===== src/rtl/clcd_pkg.sv =====
// ============================================================================
// clcd_pkg - character LCD write sequencer shared definitions
// Request codes, HD44780 command bytes, delays and internal bundle types.
// ============================================================================
package clcd_pkg;

    localparam int VALUE_W    = 32;
    localparam int NUM_DIGITS = 10;

    localparam logic [2:0] ACT_INIT   = 3'd0;
    localparam logic [2:0] ACT_CLEAR  = 3'd1;
    localparam logic [2:0] ACT_CHAR   = 3'd2;
    localparam logic [2:0] ACT_GOTO   = 3'd3;
    localparam logic [2:0] ACT_NUMBER = 3'd4;
    localparam logic [2:0] ACT_BLANK  = 3'd5;

    localparam logic [7:0] CMD_WAKE4   = 8'h33;
    localparam logic [7:0] CMD_SET4    = 8'h32;
    localparam logic [7:0] CMD_FUNC4   = 8'h28;
    localparam logic [7:0] CMD_FUNC8   = 8'h38;
    localparam logic [7:0] CMD_CLEAR   = 8'h01;
    localparam logic [7:0] CMD_HOME    = 8'h02;
    localparam logic [7:0] CMD_DISP_ON = 8'h0C;
    localparam logic [7:0] CMD_ROW1    = 8'h80;
    localparam logic [7:0] CMD_ROW2    = 8'hC0;

    localparam logic [7:0] CHR_MINUS = 8'h2D;
    localparam logic [7:0] CHR_SPACE = 8'h20;
    localparam logic [3:0] CHR_DIGIT_HI = 4'h3;

    localparam logic [13:0] WAIT_POWERUP = 14'd15000;
    localparam logic [10:0] WAIT_SHORT   = 11'd100;
    localparam logic [10:0] WAIT_LONG    = 11'd2000;

    localparam logic [2:0] INIT_LEN4 = 3'd6;
    localparam logic [2:0] INIT_LEN8 = 3'd4;

    typedef struct packed {
        logic        rs;
        logic [7:0]  data;
        logic [13:0] wait_pre;
        logic [10:0] after;
        logic        last;
    } t_req;

    typedef struct packed {
        logic       busy;
        logic [3:0] digit;
        logic [3:0] left;
    } t_bcd_st;

    typedef struct packed {
        logic [7:0]  data;
        logic [10:0] after;
    } t_init_ent;

    function automatic t_init_ent init_entry(input logic mode8, input logic [2:0] idx);
        t_init_ent e;
        e = '{data: CMD_DISP_ON, after: WAIT_SHORT};
        if (mode8) begin
            unique case (idx)
                3'd0:    e = '{data: CMD_FUNC8,   after: WAIT_SHORT};
                3'd1:    e = '{data: CMD_DISP_ON, after: WAIT_SHORT};
                3'd2:    e = '{data: CMD_CLEAR,   after: WAIT_LONG};
                3'd3:    e = '{data: CMD_HOME,    after: WAIT_LONG};
                default: e = '{data: CMD_DISP_ON, after: WAIT_SHORT};
            endcase
        end else begin
            unique case (idx)
                3'd0:    e = '{data: CMD_WAKE4,   after: WAIT_SHORT};
                3'd1:    e = '{data: CMD_SET4,    after: WAIT_SHORT};
                3'd2:    e = '{data: CMD_FUNC4,   after: WAIT_SHORT};
                3'd3:    e = '{data: CMD_CLEAR,   after: WAIT_LONG};
                3'd4:    e = '{data: CMD_HOME,    after: WAIT_LONG};
                default: e = '{data: CMD_DISP_ON, after: WAIT_SHORT};
            endcase
        end
        return e;
    endfunction

endpackage


===== src/rtl/clcd_bcd.sv =====
// ============================================================================
// clcd_bcd - bit-serial binary to BCD converter
// Shift-and-add-3 over all 32 input bits, then hands out digits MSD first, one per pop.
// ============================================================================
module clcd_bcd
    import clcd_pkg::*;
(
    input  logic               i_clk,
    input  logic               i_rst_n,
    input  logic               i_start,
    input  logic [VALUE_W-1:0] i_bin,
    input  logic               i_pop,
    output t_bcd_st            o_st
);

    localparam int BCD_W = 4 * NUM_DIGITS;
    localparam int CNT_W = $clog2(VALUE_W);

    logic [VALUE_W-1:0] r_bin;
    logic [BCD_W-1:0]   r_bcd;
    logic [CNT_W-1:0]   r_cnt;
    logic               r_busy;
    logic [3:0]         r_left;
    logic [BCD_W-1:0]   w_adj;

    always_comb begin
        for (int i = 0; i < NUM_DIGITS; i++) begin
            w_adj[4*i +: 4] = (r_bcd[4*i +: 4] >= 4'd5) ? r_bcd[4*i +: 4] + 4'd3
                                                         : r_bcd[4*i +: 4];
        end
    end

    always_ff @(posedge i_clk) begin
        if (!i_rst_n) begin
            r_busy <= 1'b0;
            r_cnt  <= '0;
            r_left <= '0;
        end else if (i_start) begin
            r_busy <= 1'b1;
            r_cnt  <= '0;
            r_left <= '0;
        end else if (r_busy) begin
            r_cnt <= r_cnt + 1'b1;
            if (r_cnt == CNT_W'(VALUE_W - 1)) begin
                r_busy <= 1'b0;
                r_left <= 4'(NUM_DIGITS);
            end
        end else if (i_pop) begin
            r_left <= r_left - 1'b1;
        end
    end

    always_ff @(posedge i_clk) begin
        if (i_start) begin
            r_bin <= i_bin;
            r_bcd <= '0;
        end else if (r_busy) begin
            r_bin <= {r_bin[VALUE_W-2:0], 1'b0};
            r_bcd <= {w_adj[BCD_W-2:0], r_bin[VALUE_W-1]};
        end else if (i_pop) begin
            r_bcd <= {r_bcd[BCD_W-5:0], 4'b0};
        end
    end

    assign o_st = '{busy: r_busy, digit: r_bcd[BCD_W-1 -: 4], left: r_left};

    a_pop_when_ready: assert property (@(posedge i_clk) disable iff (!i_rst_n)
        i_pop |-> (!r_busy && r_left != 4'd0))
        else $error("digit pop while converting or empty");

    a_start_loads: assert property (@(posedge i_clk) disable iff (!i_rst_n)
        i_start |=> (r_busy && r_cnt == '0))
        else $error("conversion did not start");

endmodule


===== src/rtl/clcd_strobe.sv =====
// ============================================================================
// clcd_strobe - byte to bus strobe emitter
// Holds one byte transaction and sends it as one 8-bit or two nibble strobes.
// ============================================================================
module clcd_strobe
    import clcd_pkg::*;
(
    input  logic        i_clk,
    input  logic        i_rst_n,
    input  logic        i_mode8,
    input  logic        i_req_valid,
    output logic        o_req_ready,
    input  t_req        i_req,
    output logic        o_tvalid,
    input  logic        i_tready,
    output logic        o_rs,
    output logic [7:0]  o_data,
    output logic [13:0] o_before,
    output logic [10:0] o_after,
    output logic        o_last
);

    logic r_full;
    logic r_half;
    t_req r_req;
    logic w_finish;
    logic w_out_hs;

    assign w_finish    = i_mode8 || r_half;
    assign w_out_hs    = r_full && i_tready;
    assign o_req_ready = !r_full || (w_out_hs && w_finish);

    always_ff @(posedge i_clk) begin
        if (!i_rst_n) begin
            r_full <= 1'b0;
            r_half <= 1'b0;
        end else if (i_req_valid && o_req_ready) begin
            r_full <= 1'b1;
            r_half <= 1'b0;
        end else if (w_out_hs) begin
            if (w_finish) begin
                r_full <= 1'b0;
                r_half <= 1'b0;
            end else begin
                r_half <= 1'b1;
            end
        end
    end

    always_ff @(posedge i_clk) begin
        if (i_req_valid && o_req_ready) begin
            r_req <= i_req;
        end
    end

    always_comb begin
        o_rs = r_req.rs;
        if (i_mode8) begin
            o_data   = r_req.data;
            o_before = r_req.wait_pre;
            o_after  = r_req.after;
            o_last   = r_req.last;
        end else if (!r_half) begin
            o_data   = {4'b0, r_req.data[7:4]};
            o_before = r_req.wait_pre;
            o_after  = '0;
            o_last   = 1'b0;
        end else begin
            o_data   = {4'b0, r_req.data[3:0]};
            o_before = '0;
            o_after  = r_req.after;
            o_last   = r_req.last;
        end
    end

    assign o_tvalid = r_full;

    a_half_needs_byte: assert property (@(posedge i_clk) disable iff (!i_rst_n)
        r_half |-> r_full)
        else $error("low nibble pending without a byte");

endmodule


===== src/rtl/char_lcd_parallel_write_sequencer.sv =====
// ============================================================================
// char_lcd_parallel_write_sequencer - HD44780 style request to strobe sequencer
// Expands one LCD request into enable strobes for a 4-bit or 8-bit bus.
// ============================================================================
// Flow: a request is registered into the sequencer state, then into the strobe
//   stage that drives the first strobe; numbers run the bit-serial BCD conversion
//   first, then skip leading zeros (up to 9) before the first digit.
// Throughput: one strobe per cycle while the sink is ready; one request at a
//   time, next request taken once the last byte has moved to the strobe stage.
// Reset: synchronous active low; sequencer goes idle, bus mode returns to 4-bit.
module char_lcd_parallel_write_sequencer
    import clcd_pkg::*;
#(
    parameter int NUM_COLUMNS = 16,
    parameter int MAX_BLANKS  = 32
) (
    input  logic        i_clk,
    input  logic        i_rst_n,
    input  logic        s_axis_tvalid,
    output logic        s_axis_tready,
    input  logic [55:0] s_axis_tdata,  // char_code, row, column, value, zero pad
    input  logic [2:0]  s_axis_tuser,  // action
    output logic        m_axis_tvalid,
    input  logic        m_axis_tready,
    output logic [39:0] m_axis_tdata,  // bus_value, wait_before_us, wait_after_us, pad
    output logic [0:0]  m_axis_tuser,  // register_select
    output logic        m_axis_tlast,
    input  logic        i_cfg_valid,
    output logic        o_cfg_ready,
    input  logic        i_cfg_data
);

    localparam int CNT_W = $clog2(MAX_BLANKS + 1);

    localparam logic [2:0] S_IDLE  = 3'd0;
    localparam logic [2:0] S_ONE   = 3'd1;
    localparam logic [2:0] S_INIT  = 3'd2;
    localparam logic [2:0] S_CONV  = 3'd3;
    localparam logic [2:0] S_SIGN  = 3'd4;
    localparam logic [2:0] S_SKIP  = 3'd5;
    localparam logic [2:0] S_DIGIT = 3'd6;
    localparam logic [2:0] S_BLANK = 3'd7;

    logic [2:0]       r_state, n_state;
    logic [2:0]       r_step,  n_step;
    logic [7:0]       r_byte,  n_byte;
    logic             r_rs,    n_rs;
    logic [10:0]      r_after, n_after;
    logic [CNT_W-1:0] r_cnt,   n_cnt;
    logic             r_neg,   n_neg;
    logic             r_mode;

    logic [7:0]         w_char;
    logic [1:0]         w_row;
    logic [6:0]         w_col;
    logic [VALUE_W-1:0] w_value;
    logic               w_accept;
    logic               w_char_ok;
    logic               w_goto_ok;
    logic               w_neg;
    logic [VALUE_W-1:0] w_mag;
    logic [CNT_W-1:0]   w_blanks;
    t_init_ent          w_ent;
    logic [2:0]         w_init_len;
    logic               w_skip;

    t_req    req;
    logic    req_valid;
    logic    req_ready;
    logic    req_hs;
    t_bcd_st bcd_st;
    logic    bcd_pop;

    logic [7:0]  w_bus;
    logic [13:0] w_before;
    logic [10:0] w_after;
    logic        w_rs;

    assign w_char  = s_axis_tdata[7:0];
    assign w_row   = s_axis_tdata[9:8];
    assign w_col   = s_axis_tdata[16:10];
    assign w_value = s_axis_tdata[48:17];

    assign s_axis_tready = (r_state == S_IDLE);
    assign w_accept      = s_axis_tvalid && s_axis_tready;
    assign o_cfg_ready   = 1'b1;

    assign w_char_ok = (w_char != 8'd0) && !w_char[7];
    assign w_goto_ok = (w_col < 7'(NUM_COLUMNS)) && (w_row == 2'd1 || w_row == 2'd2);
    assign w_neg     = w_value[VALUE_W-1];
    assign w_mag     = w_neg ? ('0 - w_value) : w_value;

    always_comb begin
        if (w_neg) begin
            w_blanks = '0;
        end else if (w_value[VALUE_W-2:0] > (VALUE_W-1)'(MAX_BLANKS)) begin
            w_blanks = CNT_W'(MAX_BLANKS);
        end else begin
            w_blanks = w_value[CNT_W-1:0];
        end
    end

    assign w_ent      = init_entry(r_mode, r_step);
    assign w_init_len = r_mode ? INIT_LEN8 : INIT_LEN4;
    assign w_skip     = (bcd_st.digit == 4'd0) && (bcd_st.left > 4'd1);
    assign req_hs     = req_valid && req_ready;
    assign bcd_pop    = ((r_state == S_SKIP) && w_skip) || ((r_state == S_DIGIT) && req_hs);

    always_ff @(posedge i_clk) begin
        if (!i_rst_n) begin
            r_mode <= 1'b0;
        end else if (i_cfg_valid) begin
            r_mode <= i_cfg_data;
        end
    end

    always_comb begin
        req_valid = 1'b0;
        req       = '0;
        unique case (r_state)
            S_ONE: begin
                req_valid = 1'b1;
                req       = '{rs: r_rs, data: r_byte, wait_pre: '0, after: r_after,
                              last: 1'b1};
            end
            S_INIT: begin
                req_valid    = 1'b1;
                req.data     = w_ent.data;
                req.after    = w_ent.after;
                req.wait_pre = (r_step == 3'd0) ? WAIT_POWERUP : 14'd0;
                req.last     = (r_step == w_init_len - 3'd1);
            end
            S_SIGN: begin
                req_valid = 1'b1;
                req.rs    = 1'b1;
                req.data  = CHR_MINUS;
            end
            S_DIGIT: begin
                req_valid = 1'b1;
                req.rs    = 1'b1;
                req.data  = {CHR_DIGIT_HI, bcd_st.digit};
                req.last  = (bcd_st.left == 4'd1);
            end
            S_BLANK: begin
                req_valid = 1'b1;
                req.rs    = 1'b1;
                req.data  = CHR_SPACE;
                req.last  = (r_cnt == CNT_W'(1));
            end
            default: begin
                req_valid = 1'b0;
            end
        endcase
    end

    always_comb begin
        n_state = r_state;
        n_step  = r_step;
        n_byte  = r_byte;
        n_rs    = r_rs;
        n_after = r_after;
        n_cnt   = r_cnt;
        n_neg   = r_neg;
        unique case (r_state)
            S_IDLE: begin
                if (w_accept) begin
                    unique case (s_axis_tuser)
                        ACT_INIT: begin
                            n_state = S_INIT;
                            n_step  = 3'd0;
                        end
                        ACT_CLEAR: begin
                            n_state = S_ONE;
                            n_byte  = CMD_CLEAR;
                            n_rs    = 1'b0;
                            n_after = WAIT_LONG;
                        end
                        ACT_CHAR: begin
                            if (w_char_ok) begin
                                n_state = S_ONE;
                                n_byte  = w_char;
                                n_rs    = 1'b1;
                                n_after = '0;
                            end
                        end
                        ACT_GOTO: begin
                            if (w_goto_ok) begin
                                n_state = S_ONE;
                                n_byte  = ((w_row == 2'd1) ? CMD_ROW1 : CMD_ROW2)
                                          + {1'b0, w_col};
                                n_rs    = 1'b0;
                                n_after = '0;
                            end
                        end
                        ACT_NUMBER: begin
                            n_state = S_CONV;
                            n_neg   = w_neg;
                        end
                        ACT_BLANK: begin
                            if (w_blanks != '0) begin
                                n_state = S_BLANK;
                                n_cnt   = w_blanks;
                            end
                        end
                        default: begin
                            n_state = S_IDLE;
                        end
                    endcase
                end
            end
            S_ONE: begin
                if (req_hs) begin
                    n_state = S_IDLE;
                end
            end
            S_INIT: begin
                if (req_hs) begin
                    if (req.last) begin
                        n_state = S_IDLE;
                    end else begin
                        n_step = r_step + 3'd1;
                    end
                end
            end
            S_CONV: begin
                if (!bcd_st.busy) begin
                    n_state = r_neg ? S_SIGN : S_SKIP;
                end
            end
            S_SIGN: begin
                if (req_hs) begin
                    n_state = S_SKIP;
                end
            end
            S_SKIP: begin
                if (!w_skip) begin
                    n_state = S_DIGIT;
                end
            end
            S_DIGIT: begin
                if (req_hs && req.last) begin
                    n_state = S_IDLE;
                end
            end
            S_BLANK: begin
                if (req_hs) begin
                    n_cnt = r_cnt - CNT_W'(1);
                    if (req.last) begin
                        n_state = S_IDLE;
                    end
                end
            end
            default: begin
                n_state = S_IDLE;
            end
        endcase
    end

    always_ff @(posedge i_clk) begin
        if (!i_rst_n) begin
            r_state <= S_IDLE;
            r_step  <= '0;
            r_cnt   <= '0;
            r_neg   <= 1'b0;
        end else begin
            r_state <= n_state;
            r_step  <= n_step;
            r_cnt   <= n_cnt;
            r_neg   <= n_neg;
        end
    end

    always_ff @(posedge i_clk) begin
        r_byte  <= n_byte;
        r_rs    <= n_rs;
        r_after <= n_after;
    end

    clcd_bcd u_bcd (
        .i_clk   (i_clk),
        .i_rst_n (i_rst_n),
        .i_start (w_accept && (s_axis_tuser == ACT_NUMBER)),
        .i_bin   (w_mag),
        .i_pop   (bcd_pop),
        .o_st    (bcd_st)
    );

    clcd_strobe u_strobe (
        .i_clk       (i_clk),
        .i_rst_n     (i_rst_n),
        .i_mode8     (r_mode),
        .i_req_valid (req_valid),
        .o_req_ready (req_ready),
        .i_req       (req),
        .o_tvalid    (m_axis_tvalid),
        .i_tready    (m_axis_tready),
        .o_rs        (w_rs),
        .o_data      (w_bus),
        .o_before    (w_before),
        .o_after     (w_after),
        .o_last      (m_axis_tlast)
    );

    assign m_axis_tdata = {7'b0, w_after, w_before, w_bus};
    assign m_axis_tuser = w_rs;

    a_digit_source: assert property (@(posedge i_clk) disable iff (!i_rst_n)
        (r_state == S_DIGIT || r_state == S_SKIP) |-> (!bcd_st.busy && bcd_st.left != 4'd0))
        else $error("digit state without converted digits");

    a_last_ends_request: assert property (@(posedge i_clk) disable iff (!i_rst_n)
        (req_hs && req.last) |=> (r_state == S_IDLE))
        else $error("request did not end on its last byte");

endmodule

===== config.mk =====
export PLATFORM = sky130hd
export DESIGN_NAME = char_lcd_parallel_write_sequencer
export DESIGN_NICKNAME = d
export VERILOG_FILES = /design/src/rtl/clcd_pkg.sv /design/src/rtl/clcd_bcd.sv /design/src/rtl/clcd_strobe.sv /design/src/rtl/char_lcd_parallel_write_sequencer.sv
export SDC_FILE = /design/constraint.sdc
export NUM_CORES = 1
export LEC_CHECK = 0
export ABC_CLOCK_PERIOD_IN_PS = 6250
export BUFFER_PORTS_ARGS = -buffer_cell sky130_fd_sc_hd__buf_2
export CAP_MARGIN = 15
export CORE_MARGIN = 3
export CORE_UTILIZATION = 30
export CTS_CLUSTER_SIZE = 25
export DETAILED_ROUTE_END_ITERATION = 8
export GPL_TIMING_DRIVEN = 1
export HOLD_SLACK_MARGIN = 0.08
export PLACE_DENSITY = 0.51
export REMOVE_ABC_BUFFERS = 1
export SLEW_MARGIN = 20
export SYNTH_ARGS = -nofsm -noshare
export SYNTH_HDL_FRONTEND = slang
export SYNTH_SLANG_ARGS = --single-unit

===== constraint.sdc =====
create_clock -name i_clk -period 6.25 [get_ports i_clk]
set_clock_uncertainty 0.1 [all_clocks]
set_input_delay 0.3125 -clock i_clk [delete_from_list [all_inputs] [get_ports i_clk]]
set_output_delay 0.3125 -clock i_clk [all_outputs]
set_load 0.05 [all_outputs]

==> flow_summary.ini, run 1 <==
[status]
status = complete, no violations

[power]
internal-power_mw = 2.249
switching_share_pct = 40.36
comb_power_share_pct = 39.0
total_power_mw = 3.771
powerDensity_nw_per_um2 = 421.0
leakage_nw = 3.644
pwr-share-clk_pct = 26.0
peakVddDrop_mv = 0.2626
power_frac_seq_pct = 35.0
p_switching_mw = 1.522

[layout]
layout-drive-gt1-share_pct = 16.00
final_cell_mix = 84 x buf_2, 83 x nor2_1, 76 x nand2_1
n_antenna_cell = 0
fin_nets = 1038
stdcell_area_um2 = 8957
area_delta_synth_final_pct = 14.47
final_core_util_pct = 35.27
instances_no_fill = 1280
final_common_cell = buf_2

[critical_path]
cp_num_buf_inv = 0
slowest_delay_ps = 860
crit_chain = nand3_1, nor3_1, nor3_1, a221oi_1, nand2_1, a221oi_1
worstReg2RegStart = r_state[2]
cp_slowest_cell = dfxtp_1
r2r_slack_ps = 2980
reg2reg_depth = 6
critPathArrivalTime_ps = 3490
required_ps = 6470
path_max_fanout = 23
worstReg2RegEnd = r_state[2]
worstSetupEndpointType = flop
crit_type = flop to flop
startpoint_type = flop
cp_top_family = simple AND/OR/NAND/NOR gates

[placed_design]
dpl_cell_area_um2 = 8364
place_ws_ps = 3042
place.gp.congestion = 0.8294
dp_cells = 1247
hpwlAfterDp_um = 12550
port_buffers = 84

[sta]
setup_ws_ps = 2976
slew_headroom_pct = 37.95
max_freq_ghz = 0.3054
post-route-period-util_pct = 52.39
worst-slew-pin-transition_ps = 928.8
tns_ps = 0
fin_crit_ps = 3274
holdWs_ps = 72.65
setup_viol = 0
hold_violations = 0
rsz0062_at_grt = no
drv_slew = 0

[logic_synthesis]
synthCells = 885
synth_edf_count = 56
async_flop_share_pct = 0
ys_seq_area_share_pct = 38.38
synth.avg_cell_area_um2 = 8.842
ys_seq_elements = 122
synth_ff_type = dfxtp_1
ys_warn_count = 0
synth_area_um2 = 7825
synth_cell_types = 69

[global_route]
overflow = 0
antenna_found_initial = 0
grt_start_max_net_pins = 67
track_usage_pct = 12.72
grt_pass1_vias = 5952
grt_pass1_wl_um = 29860

[clocking]
cts-buffers-inserted = 17
cts_sinks = 122
cts-root-buf = clkbuf_16
clk_latency_ps = 430
max-clock-path-buffers = 2
cts_htree_levels = 4
clk_pin_slew_worst_paths_ps = 60
cts_tree = done

[floorplan]
core_area_um2 = 25400
die-width_um = 167.5
rows = 58
die_h_um = 167.5
initial_core_util_pct = 30.81
ios = 110
die_area_um2 = 28060

[detailed_routing]
wl_per_cell_um = 13.99
drt_wl_total_um = 17910
via_per_inst = 4.874
vias = 6239
firstDrtPassIters = 5
drcViolationCount = 0
ant_nets = 0
drt-initial-drc-count = 354

[min_path]
hold_start = i_cfg_valid
whs_path_depth = 3
timing.hold.worst_endpoint = r_mode
hold_class = primary input to flop

[flow_run]
drv_cap = 0
## repair_timing
item,in CTS,in global routing
gates resized for setup,0,0
endpoints found under the hold margin,1,0
hold buffers,1,0
setup buffers,0,0
## worst max path at each step
stage,startpoint,depth (start not counted),to,slack [ps]
finish,r_state[2],6,r_state[2],2980
detailed placement,r_state[2],6,r_state[2],3040
floorplan,r_mode,2,m_axis_tdata[11],-2300
global route,r_state[2],6,r_state[2],2670
CTS,r_state[2],6,r_state[2],3010
global placement,r_state[2],6,r_state[2],3050
## per-layer routing
| layer | part of all wire, % | wire (µm) | vias up | GRT usage (%) |
|---|---|---|---|---|
| met5 | 0 | 0 | - | 0 |
| li1 | - | - | 3247 | - |
| met4 | 1.3 | 227 | 0 | 3.842 |
| met3 | 2.6 | 466 | 15 | 2.550 |
| met1 | 49 | 8695 | 2906 | 16.99 |
| met2 | 48 | 8522 | 71 | 20.87 |
## synthesized netlist by cell type, drive strengths merged, types with 4 or more instances
cell type  count  area share (%)
a211oi        42             4.0
a21oi         65             4.2
a22oi          4            0.38
a31oi          6            0.48
and2           9            0.72
buf           41             3.7
clkbuf        34             1.6
dfxtp         66              17
edfxtp        56              21
ha            36             5.8
inv           39             1.9
mux2          14             2.0
mux2i         34             4.3
nand2         77             3.7
nand2b        17             1.4
nand3         11            0.70
nor2          85             4.1
nor2b         10            0.80
nor3          19             1.2
nor3b         15             1.4
nor4           6            0.67
o21ai         71             4.5
o22ai          4            0.32
o31ai         12             1.2
o41ai          4            0.78
or3            8            0.77
or4            5            0.58
xnor2         17             1.9
xor2          31             3.5
## worst min-delay path: stages
cell,delay (ps)
buf_2,80
mux2i_1,80
nor2_1,80
## layout make-up
| class | count | area, µm² |
|---|---|---|
| repair buffers | 92 | 483.0 |
| clock buffers | 21 | 460.4 |
| multi-input cells | 663 | 4320 |
| well taps | 330 | 412.9 |
| flip-flops and latches | 122 | 3004 |
| inverters | 41 | 153.9 |
| fillers | 2649 | 16440 |
| clock inverters | 11 | 122.6 |
## power groups by stage
| stage | clock, mW | sequential [mW] | combinational, mW |
|---|---|---|---|
| final | 0.981 | 1.32 | 1.47 |
| after global routing | 1.03 | 1.36 | 1.65 |
| after CTS | 1.00 | 1.32 | 1.48 |
| after detailed placement | 0 | 1.34 | 1.47 |
| after global placement | 0 | 1.34 | 1.47 |
| after floorplan | 0 | 1.29 | 1.15 |
## flip-flops by register name, indices dropped and copies added (netlist names), 3 cells and up
name,cells
u_bcd.r_left,4
u_bcd.r_bin,32
r_step,3
r_cnt,6
u_bcd.r_bcd,40
u_strobe.r_req,13
u_bcd.r_cnt,5
r_byte,8
r_state,3
## kinds of logic after synthesis
family          Yosys count  synth area share [%]
other cells               2               0.09597
compound gates          237                 19.20
simple gates            276                 17.49
xor+xnor                 48                 5.373
buf+inv                 116                 7.339
flops                   122                 38.38
fa+ha+maj                36                 5.756
mux                      48                 6.364
(Power assumes the default switching activity.)
==> run 2, diff against run 1 <==
--- a/config.mk
+++ b/config.mk
@@ -5,7 +5,7 @@
 export SDC_FILE = /design/constraint.sdc
 export NUM_CORES = 1
 export LEC_CHECK = 0
-export ABC_CLOCK_PERIOD_IN_PS = 6250
+export ABC_CLOCK_PERIOD_IN_PS = 2900
 export BUFFER_PORTS_ARGS = -buffer_cell sky130_fd_sc_hd__buf_2
 export CAP_MARGIN = 15
 export CORE_MARGIN = 3
@@ -14,7 +14,7 @@
 export DETAILED_ROUTE_END_ITERATION = 8
 export GPL_TIMING_DRIVEN = 1
 export HOLD_SLACK_MARGIN = 0.08
-export PLACE_DENSITY = 0.51
+export PLACE_DENSITY = 0.53
 export REMOVE_ABC_BUFFERS = 1
 export SLEW_MARGIN = 20
 export SYNTH_ARGS = -nofsm -noshare
==> constraint.sdc (replaced) <==
create_clock -name i_clk -period 2.9 [get_ports i_clk]
set_clock_uncertainty 0.1 [all_clocks]
set_input_delay 0.145 -clock i_clk [delete_from_list [all_inputs] [get_ports i_clk]]
set_output_delay 0.145 -clock i_clk [all_outputs]
set_load 0.05 [all_outputs]
==> run 2 against run 1 <==
Effect of this change: non-clock buffer count rose by 71; via count up 4.2%; combinational power is 130% higher; sequential power grew 110%; final cell count up 5.5%; flip-flop and latch count did not move; setup slack got worse by 2900 ps; critical path depth rose by 2; hold slack improved by 28 ps; global-route usage grew 0.63 points; utilization increased by 3.0 points; critical endpoint is now u_bcd.r_bin[27]; largest power group unchanged.
==> flow_summary.ini, run 2 (synthesized netlist as in run 1, its figures left out) <==
[detailed_routing]
firstDrtPassIters = 4
drt_wl_total_um = 18530
drt-initial-drc-count = 345
drcViolationCount = 0
ant_nets = 0
wl_per_cell_um = 13.72
via_per_inst = 4.814
vias = 6504

[layout]
stdcell_area_um2 = 9708
final_cell_mix = 84 x nor2_1, 84 x buf_2, 76 x nand2_1
largestRegisters = u_bcd.r_bcd (40), u_bcd.r_bin (32), u_strobe.r_req (13)
area_delta_synth_final_pct = 24.06
largest_register = u_bcd.r_bcd
instances_no_fill = 1351
n_antenna_cell = 0
layout-drive-gt1-share_pct = 17.92
fillers = 2573
largest_register_ffs = 40
fin_nets = 1109
multi_input_area_um2 = 4359
ff_latch_area_um2 = 3004

[critical_path]
crit_type = primary input to flop
critPathArrivalTime_ps = 2860
path_max_fanout = 7
reg2reg_depth = 9
required_ps = 2970
worstSetupEndpointType = flop
startpoint_type = primary input

[placed_design]
dpl_cell_area_um2 = 8572
port_buffers = 84
place.gp.congestion = 0.8603
dp_cells = 1270
hpwlAfterDp_um = 12810

[clocking]
cts-root-buf = clkbuf_16
post_cts_buffers = 0
cts_htree_levels = 4
cts_tree = done
clk_pin_slew_worst_paths_ps = 60
max-clock-path-buffers = 2
cts_sinks = 122
cts-buffers-inserted = 17
clk_latency_ps = 420

[sta]
slew_headroom_pct = 54.45
worst-slew-pin-transition_ps = 680.7
fin_crit_ps = 2793
max_freq_ghz = 0.3580
post-route-period-util_pct = 96.32
setup_viol = 0
drv_slew = 0
tns_ps = 0
hold_violations = 0

[floorplan]
initial_core_util_pct = 30.81
die_h_um = 167.5
die-width_um = 167.5
die_area_um2 = 28060
core_area_um2 = 25400
rows = 58
ios = 110

[power]
peakVddDrop_mv = 0.4661
leakage_nw = 3.981
powerDensity_nw_per_um2 = 856.7

[global_route]
grt_pass1_wl_um = 31440
overflow = 0
track_usage_pct = 13.35
grt_start_max_net_pins = 63
grt_pass1_vias = 6362
antenna_found_initial = 0

[min_path]
whs_path_depth = 4
hold_class = primary input to flop

[status]
status = complete, no violations

[flow_run]
drv_cap = 0
-- run 2: changes by cell type in the layout (fill, tap and decap cells not counted), moves of 2 or more --
cell           change
inv_6              +2
clkinv_2           -2
buf_12             +3
clkinvlp_4         +3
buf_4             +20
dlygate4sd3_1     +47
-- run 2: stage by stage --
stage,setup slack [ps],hold slack (ps),util (%),power [mW]
CTS,36.59,82.91,37.95,8.395
floorplan,-5487,181.0,-,5.145
finish,106.7,100.7,38.22,8.317
global route,-1.372,121.3,38.22,8.978
global placement,124.7,330.3,33.75,6.147
detailed placement,131.0,333.6,33.75,6.179
-- run 2: timing repair --
item / 4_1_cts / 5_1_grt
setup endpoints to repair: 0 / 14
hold buffers: 48 / 0
gates resized for setup: 0 / 9
endpoints found under the hold margin: 46 / 0
-- run 2: layer usage --
layer / vias to the layer above / wire [µm] / global-route usage [%]
li1: 3377 / - / -
met4: 0 / 332 / 4.269
met2: 82 / 8672 / 21.61
met5: - / 0 / 0
met1: 3021 / 9056 / 18.08
met3: 24 / 467 / 2.526
-- run 2: critical path, stage by stage --
cell	delay, ps
dlygate4sd3_1	530
buf_2	140
or4_4	560
or4_4	570
or3_4	440
o41ai_4	230
xor2_1	180
o21ai_1	70
-- run 2: path summary, 6_finish.rpt --
path              slack (ps)               to             start
setup / recovery         110  u_bcd.r_bin[27]  s_axis_tdata[31]
hold / removal           100        r_byte[6]  s_axis_tdata[16]
setup reg to reg         320       r_state[2]          r_cnt[1]
hold reg to reg          360            r_neg             r_neg
-- run 2: area by class of cell --
| type | instances | area share [%] |
|---|---|---|
| Clock inverter | 13 | 1.482 |
| Timing Repair Buffer | 163 | 12.27 |
| Tap cell | 330 | 4.253 |
| Multi-Input combinational cell | 663 | 44.90 |
| Clock buffer | 19 | 4.562 |
| Inverter | 41 | 1.585 |
| Sequential cell | 122 | 30.94 |
-- run 2: power breakdown --
group / switching [mW] / internal [mW]
combinational: 2.08 / 1.33
clock: 0.827 / 1.29
sequential: 0.426 / 2.36
total: 3.34 / 4.98
